### config.mk
export PLATFORM = sky130hd
export DESIGN_NAME = c2p_prep
export DESIGN_NICKNAME = d
export VERILOG_FILES = /design/src/c2p_pkg.sv /design/src/c2p_prep.sv
export SDC_FILE = /design/constraint.sdc
export NUM_CORES = 1
export LEC_CHECK = 0
export BUFFER_PORTS_ARGS = -buffer_cell sky130_fd_sc_hd__buf_4
export CAP_MARGIN = 10
export CORE_MARGIN = 8
export CORE_UTILIZATION = 52
export CTS_CLUSTER_DIAMETER = 120
export DETAILED_ROUTE_END_ITERATION = 7
export MAX_ROUTING_LAYER = met4
export PLACE_DENSITY = 0.85
export SKIP_LAST_GASP = 1
export SYNTH_ARGS = -nofsm -noshare
export SYNTH_HDL_FRONTEND = slang
export SYNTH_SLANG_ARGS = --single-unit
### constraint.sdc
create_clock -name clk -period 8.5 [get_ports clk]
set_input_delay 0.85 -clock clk [delete_from_list [all_inputs] [get_ports clk]]
set_output_delay 0.85 -clock clk [all_outputs]
set_load 0.02 [all_outputs]
### src/c2p_pkg.sv
// Shared constants, the arctangent table and the side-band type of the
// cartesian-to-polar CORDIC pipeline. No dependencies.
`default_nettype none

package c2p_pkg;

  // Fraction bits added to the coordinates before the micro-rotations.
  localparam int FRAC_BITS = 16;
  // Number of entries in the arctangent table; the iteration count may not exceed it.
  localparam int MAX_STAGES = 24;
  // Signed width of the Q.30 angle accumulator.
  localparam int ZW = 34;
  // Bits dropped when the Q.30 accumulator is rounded to Q3.13.
  localparam int ANG_SHIFT = 17;
  // Low slice width of the split gain-compensation product.
  localparam int LO_BITS = 24;
  // Width of the inverse CORDIC gain constant.
  localparam int KINV_W = 30;

  localparam logic [KINV_W-1:0] KINV_Q30 = 30'd652032874;
  localparam logic signed [ZW-1:0] PI_Q30 = 34'sd3373259426;
  localparam logic signed [15:0] PI_Q13 = 16'sd25736;
  localparam logic signed [15:0] HALF_PI_Q13 = 16'sd12868;
  localparam logic [15:0] RADIUS_MAX = 16'd46341;

  // Rounding constant for the angle: one half of the dropped LSBs.
  localparam logic signed [ZW-1:0] ANG_RND = ZW'(1) << (ANG_SHIFT - 1);

  // atan(2^-i) scaled by 2^30, truncated toward zero.
  localparam logic [29:0] ATAN_Q30 [0:MAX_STAGES-1] = '{
    30'd843314856, 30'd497837829, 30'd263043836, 30'd133525158,
    30'd67021686,  30'd33543515,  30'd16775850,  30'd8388437,
    30'd4194282,   30'd2097149,   30'd1048575,   30'd524287,
    30'd262143,    30'd131071,    30'd65535,     30'd32767,
    30'd16383,     30'd8191,      30'd4095,      30'd2047,
    30'd1023,      30'd511,       30'd255,       30'd127
  };

  // Items on an axis or at the origin bypass the CORDIC result.
  typedef struct packed {
    logic               special;
    logic [15:0]        radius;
    logic signed [15:0] angle;
  } c2p_side_t;

endpackage

`default_nettype wire

### src/c2p_prep.sv
// Input stage of the CORDIC pipeline: axis detection, left-half-plane
// pre-rotation and widening. Depends on c2p_pkg.
`default_nettype none

module c2p_prep
  import c2p_pkg::*;
#(
  parameter int COORD_WIDTH = 16,
  parameter int W = 35
) (
  input  logic                   clk,
  input  logic                   rst_n,
  input  logic                   valid_i,
  output logic                   ready_o,
  input  logic signed [COORD_WIDTH-1:0] x_i,
  input  logic signed [COORD_WIDTH-1:0] y_i,
  output logic                   valid_o,
  input  logic                   ready_i,
  output logic signed [W-1:0]    x_o,
  output logic signed [W-1:0]    y_o,
  output logic signed [ZW-1:0]   z_o,
  output c2p_side_t              side_o
);

  function automatic logic [15:0] sat_mag(input logic [COORD_WIDTH-1:0] m);
    logic [15:0] r;
    if (33'(m) > 33'(RADIUS_MAX)) begin
      r = RADIUS_MAX;
    end else begin
      r = 16'(m);
    end
    return r;
  endfunction

  logic                   valid_r;
  logic signed [W-1:0]    x_r, x_nxt;
  logic signed [W-1:0]    y_r, y_nxt;
  logic signed [ZW-1:0]   z_r, z_nxt;
  c2p_side_t              side_r, side_nxt;

  logic                   x_zero, y_zero, x_neg, y_neg;
  logic [COORD_WIDTH-1:0] ax, ay;
  logic signed [W-1:0]    xe, ye;

  assign ready_o = !valid_r || ready_i;

  always_comb begin
    x_zero = (x_i == '0);
    y_zero = (y_i == '0);
    x_neg  = x_i[COORD_WIDTH-1];
    y_neg  = y_i[COORD_WIDTH-1];
    ax     = x_neg ? -x_i : x_i;
    ay     = y_neg ? -y_i : y_i;
    xe     = W'(x_i);
    ye     = W'(y_i);

    side_nxt.special = x_zero || y_zero;
    if (y_zero) begin
      side_nxt.radius = sat_mag(ax);
      side_nxt.angle  = x_neg ? PI_Q13 : '0;
    end else begin
      side_nxt.radius = sat_mag(ay);
      side_nxt.angle  = y_neg ? -HALF_PI_Q13 : HALF_PI_Q13;
    end

    // The left half plane is turned by pi so the rotations start in the right half.
    if (x_neg) begin
      x_nxt = (-xe) <<< FRAC_BITS;
      y_nxt = (-ye) <<< FRAC_BITS;
      z_nxt = y_neg ? -PI_Q30 : PI_Q30;
    end else begin
      x_nxt = xe <<< FRAC_BITS;
      y_nxt = ye <<< FRAC_BITS;
      z_nxt = '0;
    end
  end

  always_ff @(posedge clk) begin
    if (!rst_n) begin
      valid_r <= 1'b0;
    end else if (ready_o) begin
      valid_r <= valid_i;
    end
  end

  always_ff @(posedge clk) begin
    if (ready_o && valid_i) begin
      x_r    <= x_nxt;
      y_r    <= y_nxt;
      z_r    <= z_nxt;
      side_r <= side_nxt;
    end
  end

  assign valid_o = valid_r;
  assign x_o     = x_r;
  assign y_o     = y_r;
  assign z_o     = z_r;
  assign side_o  = side_r;

endmodule

`default_nettype wire

After elaboration in Yosys (flattened, before gate mapping)
Index checks and enable logic that the tools add are counted.
{"block": "word_totals", "reg_bits": 138, "in_bits": 36, "word_cells": 30}
{"block": "classes", "add_sub_neg": 4, "n_lt_le_gt_ge": 2, "muxes": 10, "n_reduce_logical": 6}
{"cell": "16-bit two-way mux", "n": 5}
{"cell": "16-bit negator with 19-bit output", "n": 2}
{"cell": "35-bit two-way mux", "n": 1}
{"cell": "34-bit two-way mux", "n": 1}
{"cell": "16-bit greater-than comparator, second input constant", "n": 2}
{"cell": "16-bit zero test", "n": 2}
{"cell": "32-bit two-way mux", "n": 1}
{"cell": "16-bit negator", "n": 2}
{"cell": "31-bit two-way mux", "n": 1}
{"cell": "15-bit two-way mux", "n": 1}
{"cell": "1-bit logical OR", "n": 2}
{"cell": "1-bit logical AND", "n": 1}
{"cell": "1-bit zero test", "n": 1}

Depth between registers and ports, before layout
{"block": "depth", "depth_word": 5, "depth_mapped": 13}

Worst setup path after synthesis
Ideal clock, no wire load.
{"block": "synth_timing", "path_type": "input -> register", "from": "input y_i[2]", "to": "register side_r (netlist bit side_o[24]), data pin", "setup_ns": 0.264, "arrival_ns": 3.422, "t_required_ns": 8.236, "setup_slack_ns": 4.814, "path_stages": 12, "n_path_buf": 2, "cell_sequence": "clkbuf_1 -> or4_1 -> nor3_1 -> nand2_1 -> nor3_1 -> ha_1 -> and4b_1 -> and4_1 -> a211oi_1 -> buf_4 -> a311oi_1 -> a21oi_1"}
{"item": "from (decl)", "line": "c2p_prep.sv:16", "source": "input logic signed [COORD_WIDTH-1:0] y_i,"}
{"item": "to (signal assigned)", "line": "c2p_prep.sv:91", "source": "side_r <= side_nxt;"}
{"item": "to (decl)", "line": "c2p_prep.sv:39", "source": "c2p_side_t side_r, side_nxt;"}

==> metrics.txt <==
diode count 0; Seq/Total Area, Yosys 43.7%; Slew @ Worst Pin 1.14 ns; slowest stage cell, crit path or4_1; Initial Util 53.5%; Clock Root Buffer clkbuf_8; Setup Fix Bufs, Post-CTS 0; Die Wd 108 µm; IO Pins 175; number of flops mapped to enable cells by yosys 63; Synthesis Warnings 0; Core Area 8180 µm²; Yosys reg bits 64; # nets final 563; Detail Placement HPWL 8370 µm; VDD IR max 0.0834 mV; most frequent cells in the layout buf_4, edfxtp_1, conb_1; sw power 268 µW; IO buf count 139; CP peak stage delay 0.70 ns; Post-route DRC 0; row count 33; Async S/R FF share, synth 0%; H-tree depth 3; initial drt markers 248; CTS clk-pin slew, worst paths 0.07 ns; CTS Hold Bufs 0; vias post-DR 3462; clock sink total 64; fmax 0.263 GHz; Routability Congestion 0.943; fillers 689; vias in the first global route 3440; CTS tree done; RSZ-0062 raised after global routing false; sequential power share 45.2%; Min-Delay Path Class reg2reg; CP Launch Type input pin; Syn Inst Count 433; layout cell share with drive strength beyond 1 32.3%; TNS Setup 0 ns; first-pass GRT wire length 17400 µm; minimum clock period 3.80 ns; status complete, no violations; crit path from y_i[5]; Worst EP arrival 3.89 ns; Slew Viols, Final 0; Critical Path RT 8.59 ns; mapped cell area 4370 µm²; Critical Path End Type register; final hold violations 0; r2r startpoint valid_o; FF-to-FF setup slack 6.62 ns; Logic pwr share 25.2%; P per Cell Area 166 nW/µm²; Reg2Reg Depth 3; Worst setup endpoint side_o[24]; Syn Area/Cell 10.1 µm²; GRT Residual Overflow 0; CP Max Fanout 11; DRT Pass-1 Iters 5; Leak Pwr 0.00212 µW; drt total wl 11000 µm; Top FF cell, synth edfxtp_1; total power 856 µW; worst r2r dst side_o[16]; leading cell type in the layout, fill and taps excluded buf_4; worst path cell trace buf_4 > or4_1 > nor3_1 > nand2_1 > nor3_1 > ha_1 > and4b_1 > and4_1 > a211oi_1 > buf_4 > a311oi_1 > a21oi_1; die height 108 µm; Final setup viols 0; vias per cell 5.49; GRT Util Overall 19.4%; Clk Latency, worst-skew pair 0.35 ns; Pint 589 µW; Final Skew 0.00617 ns; die area 11600 µm²; largest net degree at the start of global routing 38; Clock Tree Buf Depth 2; WL/cell 17.4 µm; relative slew slack 23.3%; CTS buffer count 9; Max Cap Viol 0; Setup CP Type in2reg; clock share of power 29.6%; part of the cycle the worst path needs 44.7%; post-cts sizing count 0; hold wc startpoint valid_o; initial antenna violation count 0; post-synthesis cell type count 63; post-route antenna net violation count 0; switching share of power 31.2%; P&R area growth vs syn 17.8%
[sequential cells by signal, indices dropped and copies added (netlist names)]
register  flops
z_o           3
y_o          19
valid_o       1
side_o       22
x_o          19
[worst min path at each step]
stage,to,slack [ns],depth (start not counted)
CTS,valid_o,0.55,2
global route,valid_o,0.58,2
floorplan,valid_o,0.75,2
finish,valid_o,0.55,2
global placement,valid_o,0.52,2
detailed placement,valid_o,0.54,2
[worst max-delay path, delay by kind of cell]
family	cells	cell delay (ns)
adder cells (fa/ha/maj)	1	0.31
AO/OA/AOI/OAI	3	0.39
AND/OR/NAND/NOR	6	1.99
buffers and inverters	2	0.33
[power groups by stage]
stage / Combinational (µW) / Sequential, µW / Clock (µW)
5_1_grt: 233 / 390 / 272
6_report: 216 / 387 / 254
4_1_cts: 217 / 387 / 258
2_1_floorplan: 128 / 423 / 0
3_5_place_dp: 216 / 394 / 0
3_3_place_gp: 216 / 393 / 0
[metal layers]
metal	up-vias	wire length (µm)	GRT usage [%]
li1	1637	-	-
met1	1614	4730	23.7
met2	190	4980	29.6
met3	21	1030	5.03
met4	0	254	8.33
met5	-	0	-
[area by class of cell]
| cell class | instances | area [µm²] | area share, % |
|---|---|---|---|
| Clock buffer | 9 | 124 | 2.40 |
| Clock inverter | 6 | 61.3 | 1.19 |
| Inverter | 16 | 60.1 | 1.17 |
| Multi-Input combinational cell | 290 | 1810 | 35.0 |
| Sequential cell | 64 | 1910 | 37.1 |
| Tap cell | 105 | 131 | 2.55 |
| Timing Repair Buffer | 141 | 1060 | 20.5 |
[logic make-up (layout without fill, tap and decap cells)]
| logic type | count (synthesis) | after routing | synth area share, % |
|---|---|---|---|
| other cells | 1 | 38 | 0.0858 |
| flops | 64 | 64 | 43.7 |
| buf+inv | 116 | 172 | 18.2 |
| xor+xnor | 37 | 37 | 7.41 |
| fa+ha+maj | 5 | 5 | 1.43 |
| compound gates | 80 | 80 | 13.5 |
| simple gates | 130 | 130 | 15.6 |
[cell usage after synthesis, drive strengths merged (10+ instances only)]
| cell type | n | area share, % |
|---|---|---|
| inv | 15 | 1.3 |
| edfxtp | 63 | 43 |
| nor3 | 13 | 1.5 |
| a21oi | 11 | 1.3 |
| xor2 | 13 | 2.6 |
| buf | 82 | 14 |
| clkbuf | 18 | 2.5 |
| xnor2 | 24 | 4.8 |
| nand2 | 35 | 3.1 |
| nor4 | 10 | 1.4 |
| o21ai | 20 | 2.3 |
| nor2 | 24 | 2.1 |
[per-stage QoR]
stage          std cells  util [%]  hold slack, ns  area [µm²]  worst slack, ns
2_1_floorplan        470         -           0.750        4510             4.81
4_1_cts              631      63.0           0.550        5150             4.77
3_3_place_gp         616      60.8           0.518        4970             4.43
3_5_place_dp         616      60.8           0.540        4970             4.42
5_1_grt              631      63.0           0.583        5150             4.43
6_report             631      63.0           0.548        5150             4.70
Power figures use the tool's default switching activity.
