### src/c2p_pkg.sv
// Shared constants, the arctangent table and the side-band type of the
// cartesian-to-polar CORDIC pipeline. No dependencies.
`default_nettype none

package c2p_pkg;

  // Fraction bits added to the coordinates before the micro-rotations.
  localparam int FRAC_BITS = 16;
  // Number of entries in the arctangent table; the iteration count may not exceed it.
  localparam int MAX_STAGES = 24;
  // Signed width of the Q.30 angle accumulator.
  localparam int ZW = 34;
  // Bits dropped when the Q.30 accumulator is rounded to Q3.13.
  localparam int ANG_SHIFT = 17;
  // Low slice width of the split gain-compensation product.
  localparam int LO_BITS = 24;
  // Width of the inverse CORDIC gain constant.
  localparam int KINV_W = 30;

  localparam logic [KINV_W-1:0] KINV_Q30 = 30'd652032874;
  localparam logic signed [ZW-1:0] PI_Q30 = 34'sd3373259426;
  localparam logic signed [15:0] PI_Q13 = 16'sd25736;
  localparam logic signed [15:0] HALF_PI_Q13 = 16'sd12868;
  localparam logic [15:0] RADIUS_MAX = 16'd46341;

  // Rounding constant for the angle: one half of the dropped LSBs.
  localparam logic signed [ZW-1:0] ANG_RND = ZW'(1) << (ANG_SHIFT - 1);

  // atan(2^-i) scaled by 2^30, truncated toward zero.
  localparam logic [29:0] ATAN_Q30 [0:MAX_STAGES-1] = '{
    30'd843314856, 30'd497837829, 30'd263043836, 30'd133525158,
    30'd67021686,  30'd33543515,  30'd16775850,  30'd8388437,
    30'd4194282,   30'd2097149,   30'd1048575,   30'd524287,
    30'd262143,    30'd131071,    30'd65535,     30'd32767,
    30'd16383,     30'd8191,      30'd4095,      30'd2047,
    30'd1023,      30'd511,       30'd255,       30'd127
  };

  // Items on an axis or at the origin bypass the CORDIC result.
  typedef struct packed {
    logic               special;
    logic [15:0]        radius;
    logic signed [15:0] angle;
  } c2p_side_t;

endpackage

`default_nettype wire

### src/c2p_post.sv
// Output stages: split gain-compensation multiply, rounding, saturation and
// selection of the axis results. Depends on c2p_pkg.
`default_nettype none

module c2p_post
  import c2p_pkg::*;
#(
  parameter int W = 35
) (
  input  logic                 clk,
  input  logic                 rst_n,
  input  logic                 valid_i,
  output logic                 ready_o,
  input  logic signed [W-1:0]  x_i,
  input  logic signed [ZW-1:0] z_i,
  input  c2p_side_t            side_i,
  output logic                 valid_o,
  input  logic                 ready_i,
  output logic [15:0]          radius_o,
  output logic signed [15:0]   angle_o
);

  localparam int XW   = W - 1;
  localparam int HI_W = XW - LO_BITS;
  localparam int TW   = LO_BITS + KINV_W + 1;
  localparam int SW   = HI_W + KINV_W + 1;
  localparam int CSH  = KINV_W + FRAC_BITS - LO_BITS;
  localparam int RW   = SW - CSH;
  localparam int AW   = ZW - ANG_SHIFT;
  localparam logic [TW-1:0] T_RND = TW'(1) << (KINV_W - 1 + FRAC_BITS);

  // First stage: partial products and the finished angle.
  logic                va_r;
  logic [TW-1:0]       t_r, t_nxt;
  logic [SW-1:0]       hp_r, hp_nxt;
  logic signed [15:0]  ang_r, ang_nxt;
  logic                spec_r;
  logic [15:0]         srad_r;
  logic                ready_a;

  // Second stage: the radius and the angle, which form the output register.
  logic                vb_r;
  logic [15:0]         rad_r, rad_nxt;
  logic signed [15:0]  ang_out_r;
  logic                ready_b;

  logic [XW-1:0]       xf;
  logic signed [ZW-1:0] za;
  logic signed [AW-1:0] ang_full;
  logic [SW-1:0]       s;
  logic [RW-1:0]       r;

  assign ready_b = !vb_r || ready_i;
  assign ready_a = !va_r || ready_b;
  assign ready_o = ready_a;

  always_comb begin
    xf     = x_i[W-1] ? '0 : x_i[XW-1:0];
    t_nxt  = TW'(xf[LO_BITS-1:0]) * TW'(KINV_Q30) + T_RND;
    hp_nxt = SW'(xf[XW-1:LO_BITS]) * SW'(KINV_Q30);

    za       = z_i + ANG_RND;
    ang_full = AW'(za >>> ANG_SHIFT);
    if (side_i.special) begin
      ang_nxt = side_i.angle;
    end else if (ang_full > AW'(PI_Q13)) begin
      ang_nxt = PI_Q13;
    end else if (ang_full < AW'(-PI_Q13)) begin
      ang_nxt = -PI_Q13;
    end else begin
      ang_nxt = ang_full[15:0];
    end
  end

  always_comb begin
    s = hp_r + SW'(t_r >> LO_BITS);
    r = s[SW-1:CSH];
    if (spec_r) begin
      rad_nxt = srad_r;
    end else if ((RW+16)'(r) > (RW+16)'(RADIUS_MAX)) begin
      rad_nxt = RADIUS_MAX;
    end else begin
      rad_nxt = 16'(r);
    end
  end

  always_ff @(posedge clk) begin
    if (!rst_n) begin
      va_r <= 1'b0;
      vb_r <= 1'b0;
    end else begin
      if (ready_a) begin
        va_r <= valid_i;
      end
      if (ready_b) begin
        vb_r <= va_r;
      end
    end
  end

  always_ff @(posedge clk) begin
    if (ready_a && valid_i) begin
      t_r    <= t_nxt;
      hp_r   <= hp_nxt;
      ang_r  <= ang_nxt;
      spec_r <= side_i.special;
      srad_r <= side_i.radius;
    end
    if (ready_b && va_r) begin
      rad_r     <= rad_nxt;
      ang_out_r <= ang_r;
    end
  end

  assign valid_o  = vb_r;
  assign radius_o = rad_r;
  assign angle_o  = ang_out_r;

endmodule

`default_nettype wire

### config.mk
export PLATFORM = sky130hd
export DESIGN_NAME = c2p_post
export DESIGN_NICKNAME = d
export VERILOG_FILES = /design/src/c2p_pkg.sv /design/src/c2p_post.sv
export SDC_FILE = /design/constraint.sdc
export NUM_CORES = 1
export LEC_CHECK = 0
export BUFFER_PORTS_ARGS = -buffer_cell sky130_fd_sc_hd__buf_2
export CAP_MARGIN = 20
export CORE_MARGIN = 2
export CORE_UTILIZATION = 58
export CTS_BUF_LIST = sky130_fd_sc_hd__clkbuf_16
export DETAILED_ROUTE_END_ITERATION = 8
export PLACE_DENSITY = 0.8
export SLEW_MARGIN = 5
export SYNTH_ARGS = -nofsm -noshare
export SYNTH_HDL_FRONTEND = slang
export SYNTH_SLANG_ARGS = --single-unit
### constraint.sdc
create_clock -name clk -period 9.25 [get_ports clk]
set_input_delay 2.3125 -clock clk [delete_from_list [all_inputs] [get_ports clk]]
set_output_delay 2.3125 -clock clk [all_outputs]
set_load 0.005 [all_outputs]
# After elaboration in Yosys (flattened, before gate mapping)
# Index checks and enable logic that the tools add are counted.
# classes
addsub	3
mul	2
n_lt_le_gt_ge	3
mux	6
n_reduce_logical	6
# ops
operator	n
16-bit 2-to-1 mux	5
54-bit by 46-bit adder with 55-bit output (second input constant)	1
24-bit by 29-bit multiplier with 53-bit output (second input constant)	1
40-bit by 31-bit adder with 41-bit output	1
10-bit by 29-bit multiplier with 39-bit output (second input constant)	1
34-bit by 18-bit adder with 34-bit output (second input constant)	1
34-bit 2-to-1 mux	1
19-bit by 16-bit greater-than comparator with 1-bit output (second input constant)	1
17-bit by 16-bit greater-than comparator with 1-bit output (second input constant)	1
17-bit by 16-bit less-than comparator with 1-bit output (second input constant)	1
1-bit logical AND	2
1-bit logical NOT	2
1-bit logical OR	2
# word_totals
reg_bits	161
input_bits	106
output_inout_bits	34

# Depth between registers and ports, before layout
# Gate-level depths: netlist of run 1.
# depth
ltp_word	5
depth_mapped	33
depth_no_buf	31

# Worst setup path before layout of run 1
# No wires, ideal clock.
# synth_timing
kind	input to register
from	input port x_i[34]
to	register t_r[53], data pin
setup_ns	0.264
arrival_time_ns	9.614
required_ns	8.986
slack_ns	-0.628
cell_stages	29
cell_sequence	clkbuf_1 > clkbuf_1 > nand2b_1 > inv_1 > ha_1 > inv_1 > fa_1 > inv_1 > fa_1 > fa_1 > fa_1 > fa_1 > inv_1 > fa_1 > inv_1 > ha_1 > a21o_1 > a2111oi_2 > o2bb2ai_1 > o211ai_1 > a31oi_2 > a31oi_1 > a31oi_1 > xnor2_1 > ha_1 > nand4_1 > and4bb_1 > mux2i_1 > xnor2_1
# synth_between
elab_chain_len	3
# synth_lines
item	line_no	source
start, declared	c2p_post.sv:14	input logic signed [W-1:0] x_i,
34-bit 2-to-1 mux	c2p_post.sv:58	xf = x_i[W-1] ? '0 : x_i[XW-1:0];
24-bit by 29-bit multiplier with 53-bit output	c2p_post.sv:59	t_nxt = TW'(xf[LO_BITS-1:0]) * TW'(KINV_Q30) + T_RND;
54-bit by 46-bit adder with 55-bit output	c2p_post.sv:59	
named net t_nxt[53]	c2p_post.sv:34	logic [TW-1:0] t_r, t_nxt;
end signal, assigned	c2p_post.sv:103	t_r <= t_nxt;
end, declared	c2p_post.sv:34	
# The timed path passes the listed nets, and every way through them passes these cells.
# A chain may end at the register's enable or synchronous reset.

# Worst setup path after layout of run 1
# Same ends and word-level chain as after synthesis.

==> results of run 1 <==
metrics by stage:
| stage | setup TNS (ps) | hold slack [ps] | setup slack (ps) |
|---|---|---|---|
| 6_report | -29.5 | 414 | -29.5 |
| 5_1_grt | -359 | 421 | -239 |
| 4_1_cts | 0 | 417 | 12.7 |
| 3_5_place_dp | -3320 | 405 | -695 |
| 3_3_place_gp | -2040 | 401 | -524 |
| 2_1_floorplan | 0 | 400 | 1.43 |
placed cells by master (no fill, tap or decap), types with 9 or more instances in the layout:
| cell type | count |
|---|---|
| a211o_1 | 9 |
| a21o_1 | 51 |
| a21oi_1 | 69 |
| a31oi_1 | 10 |
| and3_1 | 9 |
| buf_2 | 122 |
| buf_4 | 272 |
| clkbuf_16 | 17 |
| edfxtp_1 | 134 |
| fa_1 | 364 |
| fa_2 | 17 |
| ha_1 | 334 |
| ha_4 | 21 |
| inv_1 | 511 |
| inv_2 | 24 |
| nand2_1 | 82 |
| nand2b_1 | 19 |
| nand2b_4 | 12 |
| nand3_1 | 25 |
| nand4_1 | 17 |
| nor2_1 | 59 |
| nor2b_1 | 20 |
| nor2b_4 | 9 |
| nor3_1 | 21 |
| o21a_1 | 20 |
| o21ai_0 | 49 |
| o21ai_1 | 10 |
| o31ai_1 | 10 |
| or2_2 | 11 |
| xnor2_1 | 60 |
| xor2_1 | 42 |
critical path, delay by kind of cell:
family | cells | cell delay [ps]
AOI/OAI and AO/OA | 4 | 710
muxes | 1 | 230
buffers and inverters | 8 | 690
and+or+nand+nor | 6 | 1200
adders and majority gates | 8 | 3950
xor gates and xnor gates | 2 | 340
sequential cells by signal, indices dropped and copies added (netlist names):
register,count
angle_o,16
ang_r,16
t_r,30
hp_r,39
srad_r,16
radius_o,16
spec_r,1
valid_o,1
va_r,1
cells by family (layout without fill, tap and decap cells):
group                      after synthesis  after routing  synth area share, %
AOI/OAI and AO/OA                      310            310                 9.17
and+or+nand+nor                        325            325                 7.25
xor gates and xnor gates               107            107                 4.12
DFF                                    136            136                 17.6
adders and majority gates              745            745                 52.7
muxes                                    4              4                0.189
buffers and inverters                  556            976                 9.03
timing repair:
item,in CTS,in global routing
setup buffers,4,6
pin swaps,15,59
gates resized for setup,26,54
hold endpoints to repair,0,0
setup endpoints to repair,3,5
hold buffers,0,0
cloned,1,0
final timing paths:
check | slack (ps) | to | start | depth (start not counted)
worst max-delay path | -30 | t_r[53] | x_i[34] | 29
worst min-delay path | 410 | angle_o[13] | ang_r[13] | 0
worst max register to register | 5340 | radius_o[4] | hp_r[2] | 13
worst min register to register | 410 | angle_o[13] | ang_r[13] | 0
metal layers:
metal	share of wire [%]	vias to the layer above	GRT usage, %
met5	0	-	0
met4	2.8	0	8.26
met3	5.3	94	4.35
met2	48	482	51.7
met1	44	8530	42.9
li1	-	7919	-
layout make-up:
class | instances | share of cell area [%]
timing repair buffer | 403 | 10.2
multi-input combinational | 1491 | 63.3
clock inverter | 15 | 0.595
inverter | 541 | 7.39
sequential | 136 | 14.6
clock buffer | 17 | 1.53
tap | 525 | 2.36
==> impl_metrics.env, run 1 <==
export IMPL_via_count=17000
export IMPL_fin_ws_ps=-29.5
export IMPL_die_y_um=204
export IMPL_setup_violations=1
export IMPL_drt_total_wl_mm=60.3
export IMPL_grt_first_pass_wirelength_mm=98.4
export IMPL_ys_flop_type="edfxtp_1"
export IMPL_final_core_util_pct=70.2
export IMPL_root_buffer="clkbuf_16"
export IMPL_clock_fmax_mhz=108
export IMPL_yosys_top_cells_count="inv_1 (539), fa_1 (381), ha_1 (361), edfxtp_1 (134), nand2_1 (85)"
export IMPL_viasPerCell=5.44
export IMPL_crit_arrival_ps=9450
export IMPL_grt_overflow=0
export IMPL_globalplace_congestion=0.985
export IMPL_rsz0062_at_grt="yes"
export IMPL_multi_input_area_um2=17600
export IMPL_nNetsFinal=3438
export IMPL_clock_skew_ps=8.25
export IMPL_post_synth_top_area_fraction_pct=33.0
export IMPL_die_x_um=204
export IMPL_fin_crit_sh_pct=100
export IMPL_dp_cells=3084
export IMPL_grt_pass1_vias=18500
export IMPL_drv_slew=0
export IMPL_crit_required_ps=9420
export IMPL_path_clk_slew_ps=60
export IMPL_grt_start_max_net_pins=87
export IMPL_core_area_um2=39500
export IMPL_synthArstFlopShare_pct=0
export IMPL_path_max_fanout=6
export IMPL_seq_area_um2=4060
export IMPL_layout_min_cycle_time_ps=9280
export IMPL_numCtsBuffers=17
export IMPL_clkLatencyLatePin_ps=430
export IMPL_antenna_left=0
export IMPL_cpMaxStageDelayCell="fa_2"
export IMPL_seq_area_frac_synth_pct=17.6
export IMPL_diodes=0
export IMPL_hold_viol_final=0
export IMPL_critPathCaptureType="flop"
export IMPL_drt_iter0_drc=1138
export IMPL_drt_pass1_iter_count=6
export IMPL_path_class="input port to flop"
export IMPL_yosysWarnings=0
export IMPL_cts_max_path_buffers=2
export IMPL_start_kind="input port"
export IMPL_layout_drive_gt1_share_pct=22.8
export IMPL_synth_edf_count=134
export IMPL_initial_utilization_pct=58.5
export IMPL_rows=73
export IMPL_outcome="complete, but fails checks"
export IMPL_placed_cell_area_um2=26800
export IMPL_stdcell_area_um2=27800
export IMPL_antenna_found_initial=0
export IMPL_synth_top_cell_by_area="fa_1"
export IMPL_violations="setup timing"
export IMPL_drc=0
export IMPL_die_area_um2=41500
export IMPL_netlist_instances=2183
export IMPL_synth_seq_cells=136
export IMPL_syn_area_um2=23100
export IMPL_finalNonFillerCells=3128
export IMPL_worst_slew_pin_slew_ps=1100
export IMPL_timing_slew_headroom_pct=26.5
export IMPL_clock_sinks=136
export IMPL_htreeDepth=4
export IMPL_holdCritPathClass="flop to flop"
export IMPL_port_buffers=123
export IMPL_routedWlPerCell_um=19.3
export IMPL_ys_types=76
export IMPL_fillers=2926
export IMPL_synth_most_common_cell="inv_1"
export IMPL_synthTopCellsByArea="fa_1 (33%), ha_1 (20%), edfxtp_1 (17%)"
export IMPL_grt_usage_pct=31.1
export IMPL_cap_violations=0
export IMPL_cp_slowest_stage_delay_ps=560
export IMPL_pin_count=140
export IMPL_syn_nets=3031
export IMPL_area_delta_synth_final_pct=20.2
export IMPL_synth_area_per_cell_um2=10.6
export IMPL_hpwl_mm=52.7
export IMPL_cts_tree="yes"
Power of run 1 is left out: the tool's default activity adds up to more than one toggle a clock period on the data nets, which glitch-free logic cannot reach.
==> inputs of run 2 (changes only) <==
Settings changed: ABC_AREA set to 1, PLACE_DENSITY 0.8 to 0.79.
==> run 2 against run 1 <==
Effect of this change: the flow now finishes without violations; via count rose by 28%; design area rose by 8.7%; utilization fell by 1.8 points; cell count rose by 31%; worst hold slack improved by 11 ps; first-iteration DRC count rose by 38%; clock skew rose by 2.0 ps; routed wire length rose by 25%; non-clock buffer count rose by 28; fmax rose by 4.2%; synthesized cell count rose by 40%; critical endpoint is now t_r[51]; highest routed layer is now met5.
==> impl_metrics.env, run 2 <==
export IMPL_outcome="completed"
export IMPL_fillers=3710
export IMPL_synth_top_cell_by_area="fa_1"
export IMPL_final_core_util_pct=68.4
export IMPL_timing_slew_headroom_pct=40.0
export IMPL_via_count=21700
export IMPL_crit_required_ps=9440
export IMPL_hold_viol_final=0
export IMPL_root_buffer="clkbuf_16"
export IMPL_drt_total_wl_mm=75.6
export IMPL_numCtsBuffers=17
export IMPL_port_buffers=123
export IMPL_start_kind="input port"
export IMPL_path_clk_slew_ps=70
export IMPL_ys_types=45
export IMPL_post_synth_top_area_fraction_pct=29.5
export IMPL_grt_overflow=0
export IMPL_die_y_um=215
export IMPL_layout_min_cycle_time_ps=8910
export IMPL_die_area_um2=46200
export IMPL_path_max_fanout=7
export IMPL_drv_slew=0
export IMPL_netlist_instances=3064
export IMPL_drt_pass1_iter_count=6
export IMPL_critPathCaptureType="flop"
export IMPL_synth_edf_count=134
export IMPL_crit_arrival_ps=9090
export IMPL_clock_fmax_mhz=112
export IMPL_stdcell_area_um2=30200
export IMPL_yosysWarnings=0
export IMPL_drt_iter0_drc=1568
export IMPL_cp_slowest_stage_delay_ps=570
export IMPL_grt_start_max_net_pins=73
export IMPL_drc=0
export IMPL_seq_area_um2=4060
export IMPL_clkLatencyLatePin_ps=430
export IMPL_clock_sinks=136
export IMPL_yosys_top_cells_count="inv_1 (799), nand2_1 (601), fa_1 (381), ha_1 (361), nor2_1 (209)"
export IMPL_syn_nets=3912
export IMPL_grt_first_pass_wirelength_mm=121
export IMPL_antenna_left=0
export IMPL_holdCritPathClass="flop to flop"
export IMPL_final_cell_mix="inv_1 (796), nand2_1 (600), fa_1 (378), ha_1 (355), buf_4 (306)"
export IMPL_syn_area_um2=25800
export IMPL_hpwl_mm=67.3
export IMPL_cpMaxStageDelayCell="fa_1"
export IMPL_post_cts_setup_buffers=0
export IMPL_nNetsFinal=4352
export IMPL_synth_seq_cells=136
export IMPL_synthArstFlopShare_pct=0
export IMPL_crit_path_start="x_i[34]"
export IMPL_grt_usage_pct=34.2
export IMPL_grt_pass1_vias=22300
export IMPL_worst_slew_pin_slew_ps=900
export IMPL_setup_violations=0
export IMPL_finalNonFillerCells=4109
export IMPL_reg_top3="hp_r x39, t_r x30"
export IMPL_viasPerCell=5.28
export IMPL_clock_skew_ps=10.3
export IMPL_rsz0062_at_grt="no"
export IMPL_r2r_start="t_r[53]"
export IMPL_routedWlPerCell_um=18.4
export IMPL_mostFrequentLayoutCell="inv_1"
export IMPL_multi_input_area_um2=18800
export IMPL_largest_register_ffs=39
export IMPL_seq_area_frac_synth_pct=15.7
export IMPL_antenna_found_initial=2
export IMPL_globalplace_congestion=0.980
export IMPL_rows=77
export IMPL_dp_cells=4076
export IMPL_cts_max_path_buffers=2
export IMPL_initial_utilization_pct=58.5
export IMPL_die_x_um=215
export IMPL_htreeDepth=4
export IMPL_top_register="hp_r"
export IMPL_placed_cell_area_um2=29400
export IMPL_synth_most_common_cell="inv_1"
export IMPL_layout_drive_gt1_share_pct=15.7
export IMPL_core_area_um2=44100
export IMPL_ys_flop_type="edfxtp_1"
export IMPL_fin_crit_sh_pct=96.3
export IMPL_diodes=0
export IMPL_area_delta_synth_final_pct=16.9
export IMPL_min_from="ang_r[1]"
export IMPL_synth_area_per_cell_um2=8.43
export IMPL_cap_violations=0
export IMPL_cts_tree="yes"
export IMPL_pin_count=140
export IMPL_synthTopCellsByArea="fa_1 (30%), ha_1 (17%), edfxtp_1 (16%)"
export IMPL_path_class="input port to flop"
run 2: changes by cell type after synthesis, sizes merged, moves of 34 or more:
cell,before,now
nand2,85,620
inv,541,803
nor2,61,223
a21oi,73,144
nand3,27,86
a21o,51,17
run 2: logic make-up after synthesis:
kind of cell,Yosys count,share of synthesized area (%)
xor gates and xnor gates,82,2.78
AOI/OAI and AO/OA,291,6.44
and+or+nand+nor,1000,16.1
buffers and inverters,813,11.9
adders and majority gates,742,47.0
DFF,136,15.7
run 2: timing repair:
action / CTS / global route
hold buffers: 0 / 0
gates resized for setup: 0 / 34
setup endpoints to repair: 0 / 8
run 2: per-layer routing:
layer	vias to the layer above	wire length, µm	track usage [%]
li1	10400	-	-
met1	10500	35200	51.0
met2	787	32600	52.2
met3	102	6100	6.43
met4	4	1620	7.36
met5	-	26	0
run 2: final timing paths:
path                            cells after the start          end  slack, ps
worst max-delay path                               32      t_r[51]        340
worst min register to register                      0   angle_o[1]        420
worst max register to register                     16  radius_o[3]       5980
worst min-delay path                                0   angle_o[1]        420
run 2: critical path: cells and delay by family:
family,cells,cell delay [ps]
XOR/XNOR,2,270
AND/OR/NAND/NOR,10,1280
buffers and inverters,11,1380
adder cells (fa/ha/maj),9,3840
run 2: metrics by stage:
step	TNS, ps	hold slack [ps]	setup slack, ps
after CTS	0	424	139
after detailed placement	-800	406	-285
after global routing	0	424	3.18
final	0	425	344
after floorplan	0	400	139
after global placement	-355	401	-162
run 2: cell type report:
class / count / share of cell area [%]
Clock buffer: 17 / 1.41
Clock inverter: 15 / 0.593
Inverter: 803 / 10.0
Multi-Input combinational cell: 2115 / 62.3
Sequential cell: 136 / 13.5
Tap cell: 592 / 2.45
Timing Repair Buffer: 431 / 9.78
Power of run 2 is left out for the same reason.
==> inputs of run 3 (changes only) <==
Settings changed: CORE_UTILIZATION 58 to 49, PLACE_DENSITY 0.79 to 0.69.
==> run 3 against run 2 <==
Effect of this change: clock skew rose by 5.3 ps; sequential share of layout area up 0.16 points; fmax about the same; utilization fell by 11 points; flip-flop and latch count did not move; critical path depth up 1; first-iteration DRC count fell by 7.5%; clock-buffer cell count did not move; cell count up 1.1%; via count is 4.4% lower; design area decreased by 1.2%; global-route usage shrank 7.8 points; highest routed layer is now met4.
==> impl_metrics.env, run 3 (synthesis gave the netlist of run 2 again) <==
export IMPL_antenna_found_initial=0
export IMPL_rows=84
export IMPL_crit_arrival_ps=9100
export IMPL_drv_slew=0
export IMPL_clock_skew_ps=15.5
export IMPL_cts_max_path_buffers=2
export IMPL_viasPerCell=4.99
export IMPL_core_area_um2=52300
export IMPL_routedWlPerCell_um=16.6
export IMPL_grt_first_pass_wirelength_mm=110
export IMPL_globalplace_congestion=1.01
export IMPL_path_clk_slew_ps=70
export IMPL_fin_ws_ps=339
export IMPL_drc=0
export IMPL_clock_sinks=136
export IMPL_hold_viol_final=0
export IMPL_crit_required_ps=9440
export IMPL_pin_count=140
export IMPL_wl_met1_mm=31.8
export IMPL_die_y_um=234
export IMPL_mostFrequentLayoutCell="inv_1"
export IMPL_htreeDepth=4
export IMPL_grt_usage_pct=26.4
export IMPL_start_kind="input port"
export IMPL_timing_slew_headroom_pct=32.4
export IMPL_nNetsFinal=4303
export IMPL_outcome="completed"
export IMPL_stdcell_area_um2=29800
export IMPL_holdCritPathClass="flop to flop"
export IMPL_multi_input_area_um2=18700
export IMPL_numCtsBuffers=17
export IMPL_largest_register_ffs=39
export IMPL_via_count=20800
export IMPL_clock_fmax_mhz=112
export IMPL_cts_tree="yes"
export IMPL_cap_violations=0
export IMPL_root_buffer="clkbuf_16"
export IMPL_setup_violations=0
export IMPL_drt_iter0_drc=1451
export IMPL_top_register="hp_r"
export IMPL_die_x_um=234
export IMPL_cp_slowest_stage_delay_ps=580
export IMPL_placed_cell_area_um2=29200
export IMPL_fin_crit_sh_pct=96.3
export IMPL_r2r_slack_ps=6030
export IMPL_critPathCaptureType="flop"
export IMPL_drt_pass1_iter_count=6
export IMPL_hpwl_mm=61.9
export IMPL_hold_ws_ps=420
export IMPL_fillers=4776
export IMPL_wl_met2_mm=30.2
export IMPL_met3RoutedLength_mm=5.81
export IMPL_final_core_util_pct=57.0
export IMPL_path_class="input port to flop"
export IMPL_dp_slack_ps=-100
export IMPL_initial_utilization_pct=49.3
export IMPL_top_layer_used="met4"
export IMPL_area_delta_synth_final_pct=15.5
export IMPL_die_area_um2=54600
export IMPL_final_cell_mix="inv_1 (798), nand2_1 (601), fa_1 (380), ha_1 (361), buf_4 (256)"
export IMPL_port_buffers=123
export IMPL_path_max_fanout=8
export IMPL_antenna_left=0
export IMPL_grt_start_max_net_pins=74
export IMPL_cpMaxStageDelayCell="fa_1"
export IMPL_crit_path_frequent_cell="inv_1"
export IMPL_reg_top3="hp_r x39, t_r x30"
export IMPL_drt_total_wl_mm=69.1
export IMPL_layout_min_cycle_time_ps=8910
export IMPL_worst_slew_pin_slew_ps=1010
export IMPL_grt_pass1_vias=20700
export IMPL_diodes=0
export IMPL_clkLatencyLatePin_ps=430
export IMPL_seq_area_um2=4060
export IMPL_layout_drive_gt1_share_pct=13.9
export IMPL_grt_overflow=0
[run 3: cell types whose count changed in the layout (fill, tap and decap cells not counted), moves of 3 or more]
cell	previous run	this run
clkinv_4	1	4
ha_1	355	361
ha_4	5	0
clkinv_8	3	0
nor2_2	19	13
buf_4	306	256
nor2_1	201	208
[run 3: final timing paths]
check / from / endpoint / depth (start not counted)
worst max-delay path: x_i[34] / t_r[51] / 33
worst min-delay path: ang_r[1] / angle_o[1] / 0
worst max register to register: t_r[54] / radius_o[6] / 18
worst min register to register: ang_r[1] / angle_o[1] / 0
[run 3: worst max-delay path: cells and delay by family]
kind	cells	cell delay (ps)
xor gates and xnor gates	1	150
and+or+nand+nor	12	1580
buffers and inverters	11	870
adders and majority gates	9	4170
[run 3: per-stage QoR]
| step | instances | TNS [ps] |
|---|---|---|
| 3_3_place_gp | 4123 | -186 |
| 2_1_floorplan | 3064 | 0 |
| 5_1_grt | 4156 | -11.8 |
| 6_report | 4156 | 0 |
| 4_1_cts | 4155 | 0 |
| 3_5_place_dp | 4123 | -321 |
[run 3: area by class of cell]
type,count,share of cell area (%)
multi-input combinational,2115,62.7
sequential,136,13.6
inverter,803,10.1
timing repair buffer,382,8.73
tap,688,2.89
clock buffer,17,1.43
clock inverter,15,0.474
[run 3: what timing repair did]
action | in CTS | in global routing
hold buffers | 0 | 0
setup endpoints to repair | 0 | 6
setup buffers | 0 | 0
gates resized for setup | 0 | 7
[run 3: routing by layer]
| layer | up-vias | global-route usage, % |
|---|---|---|
| li1 | 10200 | - |
| met1 | 9773 | 37.6 |
| met2 | 674 | 41.0 |
| met3 | 83 | 6.16 |
| met4 | 0 | 5.56 |
| met5 | - | 0 |
Power of run 3 is left out for the same reason.
